### config.mk
export PLATFORM = sky130hd
export DESIGN_NAME = ptscd_front_flat
export DESIGN_NICKNAME = d
export VERILOG_FILES = /design/src/rtl/core/ptscd_pkg.sv /design/src/rtl/core/ptscd_in_if.sv /design/src/rtl/core/ptscd_front.sv /design/src/flat_wrapper.sv
export SDC_FILE = /design/constraint.sdc
export NUM_CORES = 1
export LEC_CHECK = 0
export BUFFER_PORTS_ARGS = -buffer_cell sky130_fd_sc_hd__buf_2
export CORE_MARGIN = 1
export CORE_UTILIZATION = 40
export DETAILED_ROUTE_END_ITERATION = 16
export PLACE_DENSITY = 0.62
export SLEW_MARGIN = 5
export SYNTH_ARGS = -nofsm -noshare
export SYNTH_HDL_FRONTEND = slang
export SYNTH_SLANG_ARGS = --single-unit
### constraint.sdc
create_clock -name clk_i -period 9.13 [get_ports clk_i]
set_input_delay 0.4565 -clock clk_i [delete_from_list [all_inputs] [get_ports clk_i]]
set_output_delay 0.4565 -clock clk_i [all_outputs]
set_load 0.03 [all_outputs]
### src/rtl/core/ptscd_pkg.sv
`timescale 1ns / 1ps
`default_nettype none
// -----------------------------------------------------------------------------
// ptscd_pkg
// Shared widths, codes and types of the point to sampled curve distance block.
// -----------------------------------------------------------------------------
package ptscd_pkg;

  localparam int unsigned MAX_SIDE_DEF = 64;

  localparam int unsigned ADDR_W      = 12;
  localparam int unsigned STORE_DEPTH = 1 << ADDR_W;
  localparam int unsigned COORD_W     = 24;
  localparam int unsigned CNT_W       = 7;
  localparam int unsigned DIST_W      = 25;
  localparam int unsigned DIFF_W      = COORD_W + 1;
  localparam int unsigned ERR_W       = 27;
  localparam int unsigned OPW         = 27;
  localparam int unsigned PROD_W      = 2 * OPW;
  localparam int unsigned DOT_W       = 52;
  localparam int unsigned LEN_W       = 51;
  localparam int unsigned T_FRAC      = 16;
  localparam int unsigned T_W         = T_FRAC + 1;
  localparam int unsigned SUM_W       = 54;
  localparam int unsigned ROOT_W      = SUM_W / 2;
  localparam int unsigned CFG_IDX_W   = 1;
  localparam int unsigned CFG_DATA_W  = 7;

  localparam logic [T_W-1:0]       T_ONE            = T_W'(1) << T_FRAC;
  localparam logic [DIST_W-1:0]    DIST_MAX         = '1;
  localparam logic [CNT_W-1:0]     SAMPLE_COUNT_RST = CNT_W'(64);
  localparam logic [CFG_IDX_W-1:0] CFG_PATCH_MODE   = 1'b0;
  localparam logic [CFG_IDX_W-1:0] CFG_SAMPLE_COUNT = 1'b1;

  typedef enum logic {
    ACT_LOAD  = 1'b0,
    ACT_QUERY = 1'b1
  } action_e;

  typedef enum logic [3:0] {
    ST_IDLE,
    ST_RD_A,
    ST_RD_B,
    ST_RD_C,
    ST_RD_W,
    ST_DIFF,
    ST_MUL,
    ST_ACC,
    ST_DIV_INIT,
    ST_DIV_RUN,
    ST_CMP,
    ST_SQRT_GO,
    ST_SQRT_WAIT,
    ST_OUT
  } back_state_e;

  typedef enum logic [1:0] {
    PH_DOT,
    PH_SCALE,
    PH_SQ
  } phase_e;

  typedef struct packed {
    logic                      is_query;
    logic [ADDR_W-1:0]         index;
    logic signed [COORD_W-1:0] x;
    logic signed [COORD_W-1:0] y;
    logic signed [COORD_W-1:0] z;
  } cmd_t;

  typedef struct packed {
    logic valid;
    cmd_t cmd;
  } cmd_req_t;

  typedef struct packed {
    logic             patch_mode;
    logic [CNT_W-1:0] sample_count;
  } cfg_t;

  typedef struct packed {
    logic              valid;
    logic [DIST_W-1:0] min_dist;
  } res_t;

endpackage
`default_nettype wire

### src/rtl/core/ptscd_in_if.sv
`timescale 1ns / 1ps
`default_nettype none
// -----------------------------------------------------------------------------
// ptscd_in_if
// Input item channel: load a sample point or ask a distance query.
// -----------------------------------------------------------------------------
interface ptscd_in_if;
  logic                               valid;
  logic                               ready;
  logic                               action;
  logic [ptscd_pkg::ADDR_W-1:0]       point_index;
  logic signed [ptscd_pkg::COORD_W-1:0] coord_x;
  logic signed [ptscd_pkg::COORD_W-1:0] coord_y;
  logic signed [ptscd_pkg::COORD_W-1:0] coord_z;

  modport source (output valid, action, point_index, coord_x, coord_y, coord_z,
                  input ready);
  modport sink (input valid, action, point_index, coord_x, coord_y, coord_z,
                output ready);
endinterface
`default_nettype wire

### src/rtl/core/ptscd_front.sv
`timescale 1ns / 1ps
`default_nettype none
// -----------------------------------------------------------------------------
// ptscd_front
// Accept input items, classify load or query, and queue them for the back end.
// -----------------------------------------------------------------------------
module ptscd_front (
  input  logic                clk_i,
  input  logic                rst_ni,
  ptscd_in_if.sink            in_i,
  output ptscd_pkg::cmd_req_t req_o,
  input  logic                req_ready_i
);
  import ptscd_pkg::*;

  cmd_t       buf_q [2];
  logic       wr_ptr_q, rd_ptr_q;
  logic [1:0] cnt_q;
  logic       push, pop;
  cmd_t       cmd_in;

  assign in_i.ready = (cnt_q != 2'd2);
  assign push       = in_i.valid && in_i.ready;
  assign pop        = req_o.valid && req_ready_i;

  always_comb begin
    cmd_in.is_query = (in_i.action == ACT_QUERY);
    cmd_in.index    = in_i.point_index;
    cmd_in.x        = in_i.coord_x;
    cmd_in.y        = in_i.coord_y;
    cmd_in.z        = in_i.coord_z;
  end

  always_comb begin
    req_o.valid = (cnt_q != 2'd0);
    req_o.cmd   = buf_q[rd_ptr_q];
  end

  always_ff @(posedge clk_i or negedge rst_ni) begin
    if (!rst_ni) begin
      wr_ptr_q <= 1'b0;
      rd_ptr_q <= 1'b0;
      cnt_q    <= 2'd0;
    end else begin
      if (push) wr_ptr_q <= ~wr_ptr_q;
      if (pop) rd_ptr_q <= ~rd_ptr_q;
      unique case ({push, pop})
        2'b10:   cnt_q <= cnt_q + 2'd1;
        2'b01:   cnt_q <= cnt_q - 2'd1;
        default: cnt_q <= cnt_q;
      endcase
    end
  end

  always_ff @(posedge clk_i) begin
    if (push) buf_q[wr_ptr_q] <= cmd_in;
  end

endmodule
`default_nettype wire

### src/flat_wrapper.sv
// flat-port wrapper written by rule: the top's interface ports become plain ports
module ptscd_front_flat import ptscd_pkg::*;
  (clk_i, rst_ni, req_o, req_ready_i, in_i_valid, in_i_action, in_i_point_index, in_i_coord_x, in_i_coord_y, in_i_coord_z, in_i_ready);
  ptscd_in_if in_i_i ();
  input  logic clk_i;
  input  logic rst_ni;
  output ptscd_pkg::cmd_req_t req_o;
  input  logic req_ready_i;
  input wire logic [$bits(in_i_i.valid)-1:0] in_i_valid;
  input wire logic [$bits(in_i_i.action)-1:0] in_i_action;
  input wire logic [$bits(in_i_i.point_index)-1:0] in_i_point_index;
  input wire logic [$bits(in_i_i.coord_x)-1:0] in_i_coord_x;
  input wire logic [$bits(in_i_i.coord_y)-1:0] in_i_coord_y;
  input wire logic [$bits(in_i_i.coord_z)-1:0] in_i_coord_z;
  output wire logic [$bits(in_i_i.ready)-1:0] in_i_ready;
  assign in_i_i.valid = in_i_valid;
  assign in_i_i.action = in_i_action;
  assign in_i_i.point_index = in_i_point_index;
  assign in_i_i.coord_x = in_i_coord_x;
  assign in_i_i.coord_y = in_i_coord_y;
  assign in_i_i.coord_z = in_i_coord_z;
  assign in_i_ready = in_i_i.ready;
  ptscd_front u_core (.clk_i(clk_i), .rst_ni(rst_ni), .in_i(in_i_i), .req_o(req_o), .req_ready_i(req_ready_i));
endmodule
==> metrics.csv <==
stage,metric,value,unit
outcome,outcome,completed,
critical_path,crit_buf_inv,2,
hold_path,min_path_cells,1,
sta,setup_violations,0,
global_routing,grt.total_usage,13.9,%
power,p_per_area,355,nW/um2
power,p_int,1.91,mW
floorplanning,fp.coreArea,15900,um2
logic_synthesis,synth_edf_count,170,
routing,vias_per_cell,4.58,
floorplanning,rows,46,
clock_tree,clk_latency,0.42,ns
clock_tree,postCtsHoldBufs,1,
sta,max_freq,326,MHz
clock_tree,cts_buffer_depth,2,
logic_synthesis,synth.area.top_cells,"edfxtp_1 78%, mux2_4 9.2%, mux2_2 7.8%",
logic_synthesis,postSynthAreaPerCell,23.2,um2
sta,worstMarginPinSlew,1.17,ns
placed_design,place_hpwl,7240,um
clock_tree,htreeDepth,4,
power,power_frac_seq,40.3,%
logic_synthesis,ys_ff_latch,174,
clock_tree,clock-sinks,174,
logic_synthesis,yosysMostFrequentCell,edfxtp_1,
clock_tree,ctsResizeCount,0,
clock_tree,numCtsBuffers,17,
cells_and_area,layout.cells.non_filler,701,
critical_path,end_kind,output port,
critical_path,cpPeakStageDelay,0.80,ns
sta,timing.slew.headroom,21.8,%
routing,drc_errors,0,
sta,hold_viol,0,
power,finalPower,2.91,mW
critical_path,rrSetupSlack,7.05,ns
power,p_leak,3.16,nW
sta,rsz0062_at_grt,false,
floorplanning,start_util,41.0,%
cells_and_area,nets,561,
sta,clock_skew,0.00674,ns
job,drv_cap,0,
power,ir_drop,171,uV
routing,drt_pre_antenna_iters,4,
critical_path,crit_cells,3,
logic_synthesis,synth_nets,372,
logic_synthesis,syn_area,6530,um2
critical_path,crit_required,8.67,ns
sta,period_share,33.6,%
placed_design,place_area,7600,um2
routing,drt_iter0_drc,177,
critical_path,path_class,flop to output port,
power,p_clk_share,24.2,%
routing,final_antenna_net_count,0,
clock_tree,cts_tree,built,
critical_path,cpMaxStageDelayCell,buf_4,
cells_and_area,stdcell_area,8190,um2
hold_path,hold_class,primary input to flop,
placed_design,placed_cells_incl_taps,667,
logic_synthesis,synth_largest_area_cell,edfxtp_1,
power,combPwrFrac,35.5,%
floorplanning,die_w,130,um
routing,via_count,3211,
clock_tree,postCtsSetupBuffers,0,
logic_synthesis,synth_cells,282,
placed_design,pre_cts_ws,6.47,ns
logic_synthesis,yosysUniqueCellTypes,17,
sta,timing.final.ws_setup,6.06,ns
floorplanning,io_pins,176,
logic_synthesis,seq_area_frac_synth,79.7,%
power,p_sw_share,34.4,%
sta,slew_violations,0,
logic_synthesis,yosysWarningCount,0,
sta,whs,0.225,ns
critical_path,crit_path_cell_trace,buf_4 > mux2_2 > buf_2,
cells_and_area,final_util,51.4,%
routing,wl_per_cell,16.1,um
global_routing,grt_pass1_vias,3341,
critical_path,crit_family,buffers and inverters,
global_routing,grt_overflow,0,
logic_synthesis,ys_top_cells_by_count,"170 x edfxtp_1, 45 x mux2_2, 40 x mux2_4",
global_routing,grt_max_degree,86,
logic_synthesis,synthArstFlopShare,2.30,%
placed_design,gp_congestion,0.662,
cells_and_area,area_delta_synth_final,25.4,%
logic_synthesis,synth_top_area_share,78.1,%
critical_path,reg2reg_depth,3,
power,p_sw,1.00,mW
global_routing,antenna_found_initial,1,
clock_tree,cts_root_buf,clkbuf_16,
critical_path,critPathArrivalTime,2.61,ns
routing,wl,11300,um
sta,finalSetupTns,0,ns
clock_tree,path_clk_slew,0.06,ns
floorplanning,die_h,130,um
floorplanning,die_area,16800,um2
critical_path,start_kind,flop,
cells_and_area,drive_above_1_share,61.2,%
sta,layout_min_cycle_time,3.07,ns
global_routing,grt_first_pass_wirelength,16900,um
placed_design,io_buffers,175,
logic_synthesis,ys.flop_type,edfxtp_1,
critical_path,worstPathMaxFanout,53,
-- layout by cell type (no fill, tap or decap), drive strengths merged --
cell type,netlist,routed
nand2b,1,1
buf,10,179
and2,1,1
and3,1,1
diode,0,1
xnor2,3,3
xor2,2,2
nand2,1,1
nor2,2,2
clkinvlp,0,3
clkinv,0,7
or2,1,1
bufinv,0,3
ha,1,1
dfrtp,4,4
mux2,85,85
edfxtp,170,170
dlygate4sd3,0,1
clkbuf,0,19
-- per-layer routing --
| layer | GRT usage [%] | wire length, um | part of all wire (%) | vias up |
|---|---|---|---|---|
| met5 | 0 | 0 | 0 | - |
| met4 | 6.36 | 195 | 1.7 | 0 |
| met3 | 5.04 | 715 | 6.3 | 13 |
| met2 | 23.4 | 5520 | 49 | 116 |
| met1 | 15.9 | 4850 | 43 | 1589 |
| li1 | - | - | - | 1493 |
-- kinds of logic after synthesis --
| logic type | after synthesis | synth area share (%) |
|---|---|---|
| flops | 174 | 79.7 |
| mux | 85 | 16.9 |
| buf+inv | 10 | 1.93 |
| simple gates | 7 | 0.594 |
| xor+xnor | 5 | 0.670 |
| fa+ha+maj | 1 | 0.191 |
-- worst reg2reg max path, cell delays in order (launching register included) --
cell      delay (ns)
dfrtp_1         0.39
nand2b_1        0.17
and3_4          0.18
buf_4           0.81
-- sequential cells by signal, summed over array words and instances, names as in the netlist --
| register | flops |
|---|---|
| u_core.buf_q | 170 |
| u_core.cnt_q | 2 |
| u_core.rd_ptr_q | 1 |
| u_core.wr_ptr_q | 1 |
-- worst paths after layout --
check / startpoint / to
max in group asynchronous: rst_ni / u_core.rd_ptr_q
setup reg to reg: u_core.cnt_q[0] / u_core.buf_q[1][61]
min in group asynchronous: rst_ni / u_core.wr_ptr_q
setup / recovery: u_core.rd_ptr_q / req_o[82]
hold / removal: in_i_coord_z[6] / u_core.buf_q[0][6]
hold reg to reg: u_core.cnt_q[1] / u_core.cnt_q[1]
-- power groups by stage --
stage,clock (mW),combinational (mW),sequential [mW]
after floorplan,0,0.857,1.16
after global placement,0,1.04,1.18
after detailed placement,0,1.05,1.19
after CTS,0.726,1.05,1.17
after global routing,0.753,1.10,1.19
final,0.705,1.03,1.17
-- cell type report --
type | instances | area (um2)
Fill cell | 1384 | 7750
Sequential cell | 174 | 5210
Antenna cell | 1 | 2.50
Clock inverter | 13 | 148
Clock buffer | 19 | 433
Timing Repair Buffer | 180 | 916
Tap cell | 216 | 270
Multi-Input combinational cell | 98 | 1210
Power figures use the tool's default switching activity.
